<file path="src/hdl/ldce_pkg.sv">
package ldce_pkg;

  localparam int UnitCountDefault = 15;
  localparam int CordicSteps = 16;
  localparam logic [16:0] DemandReset = 17'd42080;
  localparam logic [20:0] CostMax = 21'h1FFFFF;
  localparam logic [16:0] PowerMax = 17'h1FFFF;
  localparam logic [9:0] ExcessMax = 10'h3FF;
  localparam logic [2:0] HitsMax = 3'h7;
  localparam logic signed [33:0] CordicGain = 34'sd652032874;

  typedef struct packed {
    logic [9:0] a;
    logic [11:0] b;
    logic [14:0] c;
    logic [8:0] d;
    logic [9:0] e;
    logic [7:0] pmin;
  } coef_t;

  typedef struct packed {
    logic [20:0] cost;
    logic [16:0] pwr;
    logic [9:0] excess;
    logic hit;
  } unit_sum_t;

  function automatic logic [63:0] coef_word(input logic [3:0] u);
    case (u)
      4'd0: coef_word = {10'd671, 12'd2586, 15'd1254, 9'd100, 10'd876, 8'd150};
      4'd1: coef_word = {10'd574, 12'd2611, 15'd768, 9'd100, 10'd876, 8'd150};
      4'd2: coef_word = {10'd374, 12'd2253, 15'd4723, 9'd100, 10'd876, 8'd20};
      4'd3: coef_word = {10'd374, 12'd2253, 15'd4723, 9'd150, 10'd657, 8'd20};
      4'd4: coef_word = {10'd461, 12'd2662, 15'd860, 9'd120, 10'd803, 8'd150};
      4'd5: coef_word = {10'd630, 12'd2586, 15'd1262, 9'd100, 10'd876, 8'd135};
      4'd6: coef_word = {10'd548, 12'd2509, 15'd1527, 9'd200, 10'd438, 8'd135};
      4'd7: coef_word = {10'd227, 12'd2867, 15'd1418, 9'd200, 10'd438, 8'd60};
      4'd8: coef_word = {10'd173, 12'd2867, 15'd3385, 9'd200, 10'd438, 8'd25};
      4'd9: coef_word = {10'd175, 12'd2739, 15'd5046, 9'd200, 10'd438, 8'd25};
      4'd10: coef_word = {10'd186, 12'd2611, 15'd15041, 9'd200, 10'd438, 8'd20};
      4'd11: coef_word = {10'd230, 12'd2534, 15'd23123, 9'd200, 10'd438, 8'd20};
      4'd12: coef_word = {10'd225, 12'd3354, 15'd1556, 9'd300, 10'd365, 8'd25};
      4'd13: coef_word = {10'd309, 12'd3098, 15'd8091, 9'd300, 10'd365, 8'd15};
      4'd14: coef_word = {10'd323, 12'd3174, 15'd18652, 9'd300, 10'd365, 8'd15};
      default: coef_word = 64'd0;
    endcase
  endfunction

  // Zone pairs as {h2,l2,h1,l1,h0,l0}, ten bits each.
  function automatic logic [59:0] zone_word(input logic [3:0] u);
    case (u)
      4'd1: zone_word = {10'd450, 10'd420, 10'd335, 10'd305, 10'd225, 10'd185};
      4'd4: zone_word = {10'd420, 10'd390, 10'd335, 10'd305, 10'd200, 10'd180};
      4'd5: zone_word = {10'd455, 10'd430, 10'd395, 10'd365, 10'd230, 10'd225};
      4'd11: zone_word = {10'd0, 10'd0, 10'd65, 10'd55, 10'd40, 10'd30};
      default: zone_word = 60'd0;
    endcase
  endfunction

  function automatic logic [31:0] atan_turn(input logic [3:0] i);
    case (i)
      4'd0: atan_turn = 32'd536870912;
      4'd1: atan_turn = 32'd316933406;
      4'd2: atan_turn = 32'd167458907;
      4'd3: atan_turn = 32'd85004756;
      4'd4: atan_turn = 32'd42667331;
      4'd5: atan_turn = 32'd21354465;
      4'd6: atan_turn = 32'd10679838;
      4'd7: atan_turn = 32'd5340245;
      4'd8: atan_turn = 32'd2670163;
      4'd9: atan_turn = 32'd1335087;
      4'd10: atan_turn = 32'd667544;
      4'd11: atan_turn = 32'd333772;
      4'd12: atan_turn = 32'd166886;
      4'd13: atan_turn = 32'd83443;
      4'd14: atan_turn = 32'd41722;
      default: atan_turn = 32'd20861;
    endcase
  endfunction

endpackage

</file>
<file path="src/hdl/ldce_in_if.sv">
interface ldce_in_if;
  logic valid;
  logic ready;
  logic [12:0] power;
  logic [3:0] unit_index;
  logic last_unit;
  modport source (output valid, power, unit_index, last_unit, input ready);
  modport sink (input valid, power, unit_index, last_unit, output ready);
endinterface

</file>
<file path="src/hdl/ldce_out_if.sv">
interface ldce_out_if;
  logic valid;
  logic ready;
  logic [20:0] cost_total;
  logic [16:0] balance_error;
  logic [9:0] zone_excess;
  logic [2:0] zone_hits;
  modport source (output valid, cost_total, balance_error, zone_excess, zone_hits,
                  input ready);
  modport sink (input valid, cost_total, balance_error, zone_excess, zone_hits,
                output ready);
endinterface

</file>
<file path="src/hdl/load_dispatch_cost_evaluator_unit.sv">
// The dispatch result is valid once the last unit has passed the phase multiply, the
// CORDIC (load and 16 micro-rotations), then b, p*p, c and d through the shared
// multiplier. One item at a time; after a last unit the input waits until the dispatch
// result has been taken.
// Synchronous reset clears the sums and sets the demand register to 42080.
module load_dispatch_cost_evaluator_unit import ldce_pkg::*; #(
  parameter int UNIT_COUNT = UnitCountDefault
) (
  input  logic        clk,
  input  logic        rst,
  input  logic        cfg_we,
  input  logic [16:0] cfg_data,
  ldce_in_if.sink     in_ch,
  ldce_out_if.source  out_ch
);
  typedef enum logic [6:0] {
    S_IDLE = 7'b0000001, S_PHASE = 7'b0000010, S_SINE = 7'b0000100,
    S_MB = 7'b0001000, S_MC1 = 7'b0010000, S_MC2 = 7'b0100000,
    S_MD = 7'b1000000
  } state_t;

  state_t state, state_next;
  logic [16:0] demand;
  logic [12:0] p;
  logic [3:0] u;
  logic last, inrange;
  coef_t cw;
  logic [59:0] zw;
  logic [31:0] phase;
  logic cstart, cdone;
  logic [15:0] sine;
  logic [31:0] ma, mb;
  logic [63:0] prod;
  logic [20:0] cost;
  logic [20:0] cost_d;
  logic [25:0] psq;
  unit_sum_t inc;
  logic add, clear;
  logic [20:0] cost_sum;
  logic [16:0] power_sum;
  logic [9:0] excess_sum;
  logic [2:0] hit_count;
  logic [13:0] lo, hi;
  logic found;

  assign in_ch.ready = (state == S_IDLE) && !out_ch.valid && !rst;
  assign cw = coef_t'(coef_word(u));
  assign zw = zone_word(u);

  // Shared multiplier, operands chosen by state.
  always_comb begin
    ma = '0;
    mb = '0;
    case (state)
      S_PHASE: begin
        ma = 32'(cw.e);
        mb = 32'({cw.pmin, 4'd0}) - 32'(p);
      end
      S_MB: begin
        ma = 32'(cw.b);
        mb = 32'(p);
      end
      S_MC1: begin
        ma = 32'(p);
        mb = 32'(p);
      end
      S_MC2: begin
        ma = 32'(cw.c);
        mb = 32'(psq);
      end
      S_MD: begin
        ma = 32'({cw.d, 4'd0});
        mb = 32'(sine);
      end
      default: begin
        ma = '0;
        mb = '0;
      end
    endcase
    prod = 64'(ma) * 64'(mb);
  end

  // The phase goes straight from the multiplier into the CORDIC as it starts.
  assign phase = {prod[19:0], 12'd0};

  ldce_cordic u_cordic (
    .clk(clk), .rst(rst), .start(cstart), .phase(phase), .done(cdone), .sine(sine)
  );

  always_comb begin
    inc.excess = '0;
    inc.hit = 1'b0;
    found = 1'b0;
    lo = '0;
    hi = '0;
    for (int k = 0; k < 3; k++) begin
      lo = {zw[20*k +: 10], 4'd0};
      hi = {zw[20*k+10 +: 10], 4'd0};
      if (!found && {1'b0, p} > lo && {1'b0, p} < hi) begin
        found = 1'b1;
        inc.hit = 1'b1;
        inc.excess = (({1'b0, p} - lo) < (hi - {1'b0, p})) ?
                     10'({1'b0, p} - lo) : 10'(hi - {1'b0, p});
      end
    end
    cost_d = cost + 21'((prod + 64'd16384) >> 15);
    inc.cost = cost_d;
    inc.pwr = 17'(p);
  end

  assign add = (state == S_MD) && inrange;
  assign clear = (state == S_MD) && last;

  ldce_accum u_accum (
    .clk(clk), .rst(rst), .add(add), .clear(clear), .inc(inc),
    .cost_sum(cost_sum), .power_sum(power_sum), .excess_sum(excess_sum),
    .hit_count(hit_count)
  );

  // The last unit is folded in here, as the sums clear on the same edge.
  logic [21:0] fin_cost;
  logic [17:0] fin_pwr;
  logic [16:0] fin_psat;
  logic [16:0] fin_bal;
  logic [10:0] fin_exc;
  logic [2:0] fin_hit;
  always_comb begin
    fin_cost = {1'b0, cost_sum} + (inrange ? {1'b0, inc.cost} : 22'd0);
    fin_pwr = {1'b0, power_sum} + (inrange ? {5'd0, p} : 18'd0);
    fin_psat = fin_pwr[17] ? PowerMax : fin_pwr[16:0];
    fin_exc = {1'b0, excess_sum} + (inrange ? {1'b0, inc.excess} : 11'd0);
    fin_hit = (inrange && inc.hit && hit_count != HitsMax) ? hit_count + 3'd1 : hit_count;
    fin_bal = (fin_psat >= demand) ? fin_psat - demand : demand - fin_psat;
  end

  always_comb begin
    state_next = state;
    cstart = 1'b0;
    case (state)
      S_IDLE: if (in_ch.valid && in_ch.ready) state_next = S_PHASE;
      S_PHASE: begin
        cstart = 1'b1;
        state_next = S_SINE;
      end
      S_SINE: if (cdone) state_next = S_MB;
      S_MB: state_next = S_MC1;
      S_MC1: state_next = S_MC2;
      S_MC2: state_next = S_MD;
      S_MD: state_next = S_IDLE;
      default: state_next = S_IDLE;
    endcase
  end

  always_ff @(posedge clk) begin
    if (rst) begin
      state <= S_IDLE;
      demand <= DemandReset;
      out_ch.valid <= 1'b0;
    end else begin
      state <= state_next;
      if (cfg_we) demand <= cfg_data;
      if (state == S_MD && last) begin
        out_ch.valid <= 1'b1;
      end else if (out_ch.valid && out_ch.ready) begin
        out_ch.valid <= 1'b0;
      end
    end
  end

  always_ff @(posedge clk) begin
    if (in_ch.valid && in_ch.ready) begin
      p <= in_ch.power;
      u <= in_ch.unit_index;
      last <= in_ch.last_unit;
      inrange <= ({1'b0, in_ch.unit_index} < 5'(UNIT_COUNT));
      cost <= '0;
    end
    case (state)
      S_PHASE: cost <= 21'({cw.a, 4'd0});
      S_MB: cost <= cost + 21'((prod + 64'd128) >> 8);
      S_MC1: psq <= prod[25:0];
      S_MC2: cost <= cost + 21'((prod + 64'd33554432) >> 26);
      S_MD: cost <= cost_d;
      default: ;
    endcase
    if (state == S_MD && last) begin
      out_ch.cost_total <= fin_cost[21] ? CostMax : fin_cost[20:0];
      out_ch.balance_error <= fin_bal;
      out_ch.zone_excess <= fin_exc[10] ? ExcessMax : fin_exc[9:0];
      out_ch.zone_hits <= fin_hit;
    end
  end

  assert property (@(posedge clk) disable iff (rst) cstart |=> state == S_SINE);
  assert property (@(posedge clk) disable iff (rst) cdone |-> state == S_SINE)
    else $error("CORDIC finished outside sine state");
  assert property (@(posedge clk) disable iff (rst)
    (in_ch.valid && in_ch.ready) |=> state == S_PHASE)
    else $error("accepted item did not start");
endmodule

</file>
<file path="src/hdl/ldce_cordic.sv">
// Shift-and-add CORDIC rotation, one micro-rotation per cycle.
module ldce_cordic import ldce_pkg::*; (
  input  logic        clk,
  input  logic        rst,
  input  logic        start,
  input  logic [31:0] phase,
  output logic        done,
  output logic [15:0] sine
);
  logic signed [33:0] x, y, z;
  logic [3:0] step;
  logic busy;
  logic [30:0] ph;
  logic signed [33:0] xs, ys, yc;

  always_comb begin
    ph = phase[30:0];
    if (ph > 31'h40000000) begin
      ph = 31'h40000000 - (ph - 31'h40000000);
    end
    xs = x >>> step;
    ys = y >>> step;
    if (y < 0) begin
      yc = '0;
    end else if (y > 34'sh40000000) begin
      yc = 34'sh40000000;
    end else begin
      yc = y;
    end
    sine = 16'((yc + 34'sd16384) >>> 15);
  end

  always_ff @(posedge clk) begin
    if (rst) begin
      busy <= 1'b0;
      done <= 1'b0;
      step <= '0;
    end else begin
      done <= 1'b0;
      if (start) begin
        busy <= 1'b1;
        step <= '0;
        x <= CordicGain;
        y <= '0;
        z <= 34'(ph);
      end else if (busy) begin
        if (z >= 0) begin
          x <= x - ys;
          y <= y + xs;
          z <= z - 34'(atan_turn(step));
        end else begin
          x <= x + ys;
          y <= y - xs;
          z <= z + 34'(atan_turn(step));
        end
        step <= step + 4'd1;
        if (step == 4'(CordicSteps - 1)) begin
          busy <= 1'b0;
          done <= 1'b1;
        end
      end
    end
  end
endmodule

</file>
<file path="src/hdl/ldce_accum.sv">
// Saturating accumulators.
module ldce_accum import ldce_pkg::*; (
  input  logic        clk,
  input  logic        rst,
  input  logic        add,
  input  logic        clear,
  input  unit_sum_t   inc,
  output logic [20:0] cost_sum,
  output logic [16:0] power_sum,
  output logic [9:0]  excess_sum,
  output logic [2:0]  hit_count
);
  logic [21:0] c_add;
  logic [17:0] p_add;
  logic [10:0] e_add;

  always_comb begin
    c_add = {1'b0, cost_sum} + {1'b0, inc.cost};
    p_add = {1'b0, power_sum} + {1'b0, inc.pwr};
    e_add = {1'b0, excess_sum} + {1'b0, inc.excess};
  end

  always_ff @(posedge clk) begin
    if (rst || clear) begin
      cost_sum <= '0;
      power_sum <= '0;
      excess_sum <= '0;
      hit_count <= '0;
    end else if (add) begin
      cost_sum <= c_add[21] ? CostMax : c_add[20:0];
      power_sum <= p_add[17] ? PowerMax : p_add[16:0];
      excess_sum <= e_add[10] ? ExcessMax : e_add[9:0];
      if (inc.hit && hit_count != HitsMax) begin
        hit_count <= hit_count + 3'd1;
      end
    end
  end
endmodule
</file>
<file path="src/flat_wrapper.sv">
// flat-port wrapper written by rule: the top's interface ports become plain ports
module load_dispatch_cost_evaluator_unit_flat import ldce_pkg::*;
#(
  parameter int UNIT_COUNT = UnitCountDefault
)
  (clk, rst, cfg_we, cfg_data, in_ch_valid, in_ch_power, in_ch_unit_index, in_ch_last_unit, in_ch_ready, out_ch_valid, out_ch_cost_total, out_ch_balance_error, out_ch_zone_excess, out_ch_zone_hits, out_ch_ready);
  ldce_in_if in_ch_i ();
  ldce_out_if out_ch_i ();
  input  logic clk;
  input  logic rst;
  input  logic cfg_we;
  input  logic [16:0] cfg_data;
  input wire logic [$bits(in_ch_i.valid)-1:0] in_ch_valid;
  input wire logic [$bits(in_ch_i.power)-1:0] in_ch_power;
  input wire logic [$bits(in_ch_i.unit_index)-1:0] in_ch_unit_index;
  input wire logic [$bits(in_ch_i.last_unit)-1:0] in_ch_last_unit;
  output wire logic [$bits(in_ch_i.ready)-1:0] in_ch_ready;
  output wire logic [$bits(out_ch_i.valid)-1:0] out_ch_valid;
  output wire logic [$bits(out_ch_i.cost_total)-1:0] out_ch_cost_total;
  output wire logic [$bits(out_ch_i.balance_error)-1:0] out_ch_balance_error;
  output wire logic [$bits(out_ch_i.zone_excess)-1:0] out_ch_zone_excess;
  output wire logic [$bits(out_ch_i.zone_hits)-1:0] out_ch_zone_hits;
  input wire logic [$bits(out_ch_i.ready)-1:0] out_ch_ready;
  assign in_ch_i.valid = in_ch_valid;
  assign in_ch_i.power = in_ch_power;
  assign in_ch_i.unit_index = in_ch_unit_index;
  assign in_ch_i.last_unit = in_ch_last_unit;
  assign in_ch_ready = in_ch_i.ready;
  assign out_ch_valid = out_ch_i.valid;
  assign out_ch_cost_total = out_ch_i.cost_total;
  assign out_ch_balance_error = out_ch_i.balance_error;
  assign out_ch_zone_excess = out_ch_i.zone_excess;
  assign out_ch_zone_hits = out_ch_i.zone_hits;
  assign out_ch_i.ready = out_ch_ready;
  load_dispatch_cost_evaluator_unit #(.UNIT_COUNT(UNIT_COUNT)) u_core (.clk(clk), .rst(rst), .cfg_we(cfg_we), .cfg_data(cfg_data), .in_ch(in_ch_i), .out_ch(out_ch_i));
endmodule
</file>
<file path="config.mk">
export PLATFORM = sky130hd
export DESIGN_NAME = load_dispatch_cost_evaluator_unit_flat
export DESIGN_NICKNAME = d
export VERILOG_FILES = /design/src/hdl/ldce_pkg.sv /design/src/hdl/ldce_in_if.sv /design/src/hdl/ldce_out_if.sv /design/src/hdl/load_dispatch_cost_evaluator_unit.sv /design/src/hdl/ldce_cordic.sv /design/src/hdl/ldce_accum.sv /design/src/flat_wrapper.sv
export SDC_FILE = /design/constraint.sdc
export NUM_CORES = 2
export LEC_CHECK = 0
export BUFFER_PORTS_ARGS = -buffer_cell sky130_fd_sc_hd__buf_2
export CELL_PAD_IN_SITES_DETAIL_PLACEMENT = 1
export CELL_PAD_IN_SITES_GLOBAL_PLACEMENT = 2
export CORE_MARGIN = 2
export CORE_UTILIZATION = 42
export CTS_BUF_LIST = sky130_fd_sc_hd__clkbuf_4 sky130_fd_sc_hd__clkbuf_8
export DETAILED_ROUTE_END_ITERATION = 8
export PLACE_DENSITY = 0.95
export SYNTH_ARGS = -nofsm -noshare
export SYNTH_HDL_FRONTEND = slang
export SYNTH_HIERARCHICAL = 1
export SYNTH_SLANG_ARGS = --single-unit
</file>
<file path="constraint.sdc">
create_clock -name clk -period 13.7 [get_ports clk]
set_clock_uncertainty 0.05 [all_clocks]
set_input_delay 1.37 -clock clk [delete_from_list [all_inputs] [get_ports clk]]
set_output_delay 1.37 -clock clk [all_outputs]
set_load 0.05 [all_outputs]
</file>
# Yosys cells after proc, flatten, opt, wreduce, memory -nomap -nowiden

Memory sizes are Yosys's and may differ from the RTL's. A register that Yosys moved wholly into a read port is not among the register bits.
Cells that the tools add are included.

Register bits: 301
Logic and storage cells: 177
Memories: 3
Input port bits: 40
Bits in read-only memories: 1952
Output and inout bits: 53

Multiply operators: 1
Shifts and indexed selects: 2
Equality and inequality tests: 15
$add $sub $neg: 32
Magnitude comparators: 15
Bitwise operators: 2
Mux-type cells: 55
Reductions and logical operators: 28

Memory list:

| name            | words | width | rd ports | clocked after memory_dff | wr ports | line           | text |
|---|---|---|---|---|---|---|---|
| (no name shown) | 16    | 62    | 1        | 1                        | 0        | ldce_pkg.sv:29 | `case (u)` |
| (no name shown) | 16    | 30    | 1        | 1                        | 0        | ldce_pkg.sv:61 | `case (i)` |
| (no name shown) | 16    | 30    | 1        | 1                        | 0        | ldce_pkg.sv:61 |  |

Operator list:

| operator                                                            | number |
|---|---|
| 2-to-1 mux 32 bit                                                   | 8 |
| one-hot mux 59 bit (4 select lines)                                 | 1 |
| 2-to-1 mux 34 bit                                                   | 6 |
| one-hot mux 32 bit (4 select lines)                                 | 1 |
| 2-to-1 mux 31 bit                                                   | 4 |
| one-hot mux 21 bit (4 select lines)                                 | 1 |
| one-hot mux 15 bit (5 select lines)                                 | 1 |
| adder 34 bit                                                        | 2 |
| >>> shifter 34 x 4 -> 34 bit                                        | 2 |
| subtractor 34 bit                                                   | 2 |
| adder 21 bit                                                        | 3 |
| 2-to-1 mux 21 bit                                                   | 3 |
| 2-to-1 mux 17 bit                                                   | 3 |
| 2-to-1 mux 10 bit                                                   | 5 |
| adder 47 x 26 -> 47 bit (second input constant)                     | 1 |
| multiplier 15 x 32 -> 47 bit                                        | 1 |
| greater-than comparator 13 x 14 -> 1 bit                            | 3 |
| < comparator 14 bit                                                 | 3 |
| one-hot mux 7 bit (6 select lines)                                  | 1 |
| subtractor 13 x 14 -> 14 bit                                        | 3 |
| adder 36 x 15 -> 36 bit (second input constant)                     | 1 |
| adder 34 x 32 -> 34 bit                                             | 1 |
| greater-or-equal comparator 34 x 1 -> 1 bit (second input constant) | 1 |
| greater-than comparator 34 x 32 -> 1 bit (second input constant)    | 1 |
| other kinds (50)                                                    | 92 |

# Longest topological paths before layout

Depth after elaboration: 16
Mapped depth: 61
Depth with buffers taken out: 57

# Hierarchy

Netlist, hierarchy kept.

By module, submodules not included:

| module                            | cells an instance | sequential area each (um^2) | times used | area each (um^2) |
|---|---|---|---|---|
| load_dispatch_cost_evaluator_unit | 3730              | 5134.9                      | 1          | 31984.4 |
| ldce_cordic                       | 2079              | 3783.6                      | 1          | 17484.3 |
| ldce_accum                        | 487               | 1021.0                      | 1          | 3972.6 |

# Worst setup path before layout

OpenSTA, ideal clock, no wires.

Path kind: reg-to-reg
From: reg u_core.u_cordic.y[18]
To: reg u_core.out_ch.cost_total[10] (data pin)
Slack: 1425 ps
Buffers on the path: 4
Setup time: 268 ps
Data required time: 13382 ps
Period minus slack after synthesis: 12275 ps
Cell stages (with the launch flop): 60
Arrival time: 11957 ps
Cells stage by stage: edfxtp_1 -> clkbuf_1 -> nor4_1 -> nand4_1 -> o22ai_1 -> and3_1 -> ha_1 -> nand3_1 -> inv_1 -> and3_1 -> xnor2_1 -> nor2_1 -> a222oi_1 -> and2_1 -> clkbuf_1 -> nor2_1 -> fa_1 -> inv_1 -> [... 24 more ...] -> a21oi_1 -> inv_1 -> a31oi_1 -> nand2b_1 -> a21oi_1 -> xnor2_1 -> and2_1 -> ha_1 -> a21oi_1 -> nand2b_1 -> o211ai_1 -> a21oi_1 -> o21a_1 -> o21ai_0 -> a21o_1 -> clkbuf_1 -> clkbuf_1 -> nand2_1

Longest elaborated chain between the ends: 10
Elaborated cells on any way between the ends: 11
Classes of those cells: 4 x add/sub; 1 x mul; 2 x order compare; 4 x mux

Ends and longest elaborated chain:

| item                                     | line                                     | text |
|---|---|---|
| start, declared                          | ldce_cordic.sv:10                        | `logic signed [33:0] x, y, z;` |
| start signal, assigned                   | ldce_cordic.sv:49                        | `y <= y + xs;` |
| start signal, assigned                   | ldce_cordic.sv:53                        | `y <= y - xs;` |
| greater-than comparator 34 x 32 -> 1 bit | ldce_cordic.sv:25                        | `end else if (y > 34'sh40000000) begin` |
| 2-to-1 mux 31 bit                        | ldce_cordic.sv:25                        |  |
| 2-to-1 mux 31 bit (*)                    | ldce_cordic.sv:23                        | `if (y < 0) begin` |
| adder 31 x 16 -> 31 bit (*)              | ldce_cordic.sv:30                        | `sine = 16'((yc + 34'sd16384) >>> 15);` |
| named net u_core.sine[7]                 | load_dispatch_cost_evaluator_unit.sv:31  | `logic [15:0] sine;` |
| one-hot mux 32 bit (4 select lines) (*)  | load_dispatch_cost_evaluator_unit.sv:54  | `case (state)` |
| multiplier 15 x 32 -> 47 bit (*)         | load_dispatch_cost_evaluator_unit.sv:80  | `prod = 64'(ma) * 64'(mb);` |
| named net u_core.prod[17]                | load_dispatch_cost_evaluator_unit.sv:33  | `logic [63:0] prod;` |
| adder 36 x 15 -> 36 bit (*)              | load_dispatch_cost_evaluator_unit.sv:106 | `cost_d = cost + 21'((prod + 64'd16384) >> 15);` |
| adder 21 bit (*)                         | load_dispatch_cost_evaluator_unit.sv:106 |  |
| named net u_core.cost_d[14]              | load_dispatch_cost_evaluator_unit.sv:35  | `logic [20:0] cost_d;` |
| 2-to-1 mux 21 bit (*)                    | load_dispatch_cost_evaluator_unit.sv:128 | `fin_cost = {1'b0, cost_sum} + (inrange ? {1'b0, inc.cost} : 22'd0);` |
| adder 21 x 22 -> 22 bit (*)              | load_dispatch_cost_evaluator_unit.sv:128 |  |
| end signal, assigned                     | load_dispatch_cost_evaluator_unit.sv:187 | `out_ch.cost_total <= fin_cost[21] ? CostMax : fin_cost[20:0];` |
| end, declared                            | ldce_out_if.sv:8                         | `modport source (output valid, cost_total, balance_error, zone_excess, zone_hits,` |

The timed path passes the listed nets; every way through them passes the cells marked *.
A chain may end at the register's enable or synchronous reset.

# Worst setup path after layout

From: reg u_core.u_cordic.y[6]
To: reg u_core.out_ch.cost_total[20] (data pin)

The elaborated chain is that of the path after synthesis.

==> results.json <==
{
  "yosys_warnings": 6,
  "synth_compound_area_share_pct": 19.0,
  "crit_start": "u_core/u_cordic/y[6]$_SDFFCE_PP0P_",
  "vias": 48400,
  "gp_congestion": 0.914,
  "grt_start_max_net_pins": 63,
  "ys.flop_type": "edfxtp_1",
  "drt_wl_total_mm": 186,
  "fillers": 15100,
  "vdd_ir_drop_max_mv": 0.0684,
  "syn_avg_cell_area_um2": 8.49,
  "startpoint_type": "register",
  "synth-adder-area-share_pct": 25.9,
  "swShare_pct": 34.7,
  "pin_count": 93,
  "endpoint": "u_core/out_ch.cost_total[20]$_SDFFCE_PP1P_",
  "slew_violations": 0,
  "design.core.area_um2": 126000,
  "grt_pass1_wl_mm": 294,
  "drt_iter0_drc": 3337,
  "cts_sinks": 387,
  "power.switching_mw": 1.36,
  "htreeDepth": 3,
  "synth_edf_count": 219,
  "routedWlPerCell_um": 22.8,
  "internal_power_mw": 2.56,
  "synth.ff_latch_count": 387,
  "r2r_cells": 52,
  "grt_pass1_vias": 51500,
  "cts_max_path_buffers": 3,
  "seq_area_um2": 9950,
  "hold_violations": 0,
  "overflow": 0,
  "r2r_slack_ns": 0.69,
  "p_total_mw": 3.92,
  "critPathMaxStageDelay_ns": 0.58,
  "io_buffers": 92,
  "numCtsBuffers": 80,
  "hold_buffers": 0,
  "chipHeight_um": 361,
  "critical_path_class": "reg2reg",
  "cts_tree": "yes",
  "hold_path.class": "reg2reg",
  "ys_async_sr_fraction_pct": 0,
  "finalCriticalPeriod_ns": 13.01,
  "grt_util_all_layers_pct": 28.3,
  "core.rowCount": 130,
  "yosysSeqAreaShare_pct": 18.6,
  "tightest_slew_ns": 1.30,
  "start_util_pct": 42.4,
  "finalSetupViolCount": 0,
  "final_antenna_net_count": 0,
  "timing.fmax_mhz": 76.9,
  "dpl.hpwl_mm": 147,
  "power_density_nw_per_um2": 67.2,
  "finalNetCount": 7350,
  "crit_path_frequent_cell": "fa_1",
  "vias_per_cell": 5.94,
  "antenna_found_initial": 7,
  "p_leak_nw": 25.8,
  "clock_latency_ns": 0.80,
  "synth_cells": 6296,
  "die-area_um2": 130000,
  "seqPwrFrac_pct": 34.0,
  "cp.arrival_ns": 13.49,
  "combPwrFrac_pct": 29.8,
  "slew_headroom_pct": 13.6,
  "power.share.clock_pct": 36.2,
  "final_layout_size_suffix_gt1_share_pct": 10.2,
  "reg2reg_from": "u_core/u_cordic/y[6]$_SDFFCE_PP0P_",
  "die_w_um": 361,
  "drc": 0,
  "cts_root_buf": "clkbuf_8",
  "cap_violations": 0,
  "crit_fanout": 9,
  "yosys.area_share.simple_pct": 17.1,
  "required_ns": 14.19,
  "crit_path_end_kind": "register",
  "status": "completed",
  "syn-cell-area_um2": 53400,
  "multi_input_area_um2": 40600,
  "synth_mux_area_share_pct": 5.91,
  "cp_slowest_cell": "fa_1",
  "synth.distinct_cells": 118,
  "syn_to_final_growth_pct": 9.22,
  "synth_xor_area_share_pct": 7.24,
  "final_core_util_pct": 46.4,
  "clk_pin_slew_worst_paths_ns": 0.07,
  "finalCritPeriodShare_pct": 95.0,
  "dr.pass1.iters": 5,
  "synth_top_family_by_area": "adder cells",
  "reg2reg_to": "u_core/out_ch.cost_total[20]$_SDFFCE_PP1P_",
  "worstHoldStart": "u_core/u_cordic/done$_SDFF_PP0_"
}
-- cells in the final DEF (no fill, tap or decap), drive strengths merged, types with 50 or more instances in the layout --
cell	netlist	routed
buf	84	271
mux2i	120	120
nand4	50	50
and2	88	88
nand2b	79	79
dfxtp	168	168
xnor2	245	245
mux4	58	58
inv	570	570
xor2	191	191
nand3	103	103
nand2	697	697
conb	2	68
mux2	57	57
nor3	90	90
a21oi	437	437
edfxtp	219	219
fa	391	391
nor2	543	543
and3	57	57
a211oi	64	64
clkbuf	191	127
o21a	57	57
ha	479	479
a21o	155	155
o21ai	359	359
nor2b	67	67
a31oi	63	63
o21bai	52	52
-- cell usage after synthesis, drive strengths merged (79+ instances only) --
cell    instances  area (µm²)
nand2         697        2620
and2           88         551
nor2          543        2040
nand2b         79         494
o21ai         359        1820
fa            391        7830
a21oi         437        2200
nand3         103         515
xnor2         245        2180
ha            479        5990
xor2          191        1700
edfxtp        219        6580
buf            84         514
a21o          155        1160
mux2i         120        1200
nor3           90         465
clkbuf        191         718
inv           570        2140
dfxtp         168        3360
-- logic make-up after synthesis --
logic type | Yosys count
xor gates and xnor gates | 436
DFF | 387
muxes | 235
adders and majority gates | 870
buffers and inverters | 849
AOI/OAI and AO/OA | 1562
and+or+nand+nor | 1955
other | 2
-- per-stage QoR --
step	hold WS (ns)	std cells	cell area [µm²]	setup TNS [ns]	worst slack (ns)
2_1_floorplan	0.410	6362	53700	0	1.43
3_3_place_gp	0.430	7996	56300	0	0.551
3_5_place_dp	0.442	7996	56300	0	0.233
4_1_cts	0.456	8143	58100	0	0.188
5_1_grt	0.455	8157	58400	-0.257	-0.0659
6_report	0.439	8158	58400	0	0.691
-- routing by layer --
metal,routed length [µm],global-route usage (%),vias up,part of all wire [%]
li1,-,-,22300,-
met1,78300,35.5,24300,42
met2,89100,48.0,1403,48
met3,9400,3.77,457,5.0
met4,9420,13.4,4,5.1
met5,28,0,-,0.015
-- what timing repair did --
| item | 4_1_cts | 5_1_grt |
|---|---|---|
| buffers inserted | 0 | 11 |
| hold endpoints to repair | 0 | 0 |
| setup endpoints to repair | 0 | 43 |
| gates resized for setup | 0 | 31 |
-- how the worst min path moves through the flow --
stage | end | slack, ns | cells past startpoint
floorplan | u_core/demand[16]$_SDFFE_PP0P_ | 0.41 | 2
global placement | u_core/demand[16]$_SDFFE_PP0P_ | 0.43 | 2
detailed placement | u_core/state[3]$_SDFFE_PP0P_ | 0.44 | 1
CTS | u_core/state[3]$_SDFFE_PP0P_ | 0.46 | 1
global route | u_core/state[3]$_SDFFE_PP0P_ | 0.46 | 1
finish | u_core/state[3]$_SDFFE_PP0P_ | 0.44 | 1
-- area by class of cell --
| type | count | area share, % |
|---|---|---|
| antenna | 3 | 0.0129 |
| clock inverter | 20 | 0.431 |
| inverter | 574 | 3.70 |
| timing repair buffer | 271 | 3.09 |
| clock buffer | 127 | 2.66 |
| sequential | 387 | 17.1 |
| tap | 1650 | 3.54 |
| multi-input combinational | 5126 | 69.5 |
-- worst max-delay path, delay by kind of cell, from the launching register on --
family,cells,cell delay [ns]
flops,1,0.50
simple gates,14,2.82
fa+ha+maj,10,4.19
xor+xnor,3,0.67
buf+inv,5,0.85
compound gates,20,3.71
-- power groups by stage --
| stage | clock network (mW) | registers (mW) | logic [mW] |
|---|---|---|---|
| 6_report | 1.42 | 1.33 | 1.17 |
| 5_1_grt | 1.51 | 1.34 | 1.29 |
| 4_1_cts | 1.46 | 1.33 | 1.14 |
| 3_5_place_dp | 0 | 1.35 | 1.13 |
| 3_3_place_gp | 0 | 1.35 | 1.09 |
| 2_1_floorplan | 0 | 1.34 | 0.833 |
-- registers in the layout, indices dropped and copies added (netlist names), 3 cells and up, named ones only --
name / flops
u_core/cw: 56
u_core/u_cordic/x: 34
u_core/u_cordic/y: 34
u_core/u_cordic/z: 34
u_core/psq: 26
u_core/cost: 21
u_core/out_ch.cost_total: 21
u_core/u_accum/cost_sum: 21
u_core/demand: 17
u_core/out_ch.balance_error: 17
u_core/u_accum/power_sum: 17
u_core/p: 13
u_core/out_ch.zone_excess: 10
u_core/u_accum/excess_sum: 10
u_core/state: 7
u_core/u: 4
u_core/u_cordic/step: 4
u_core/out_ch.zone_hits: 3
u_core/u_accum/hit_count: 3
(Power assumes the default switching activity.)
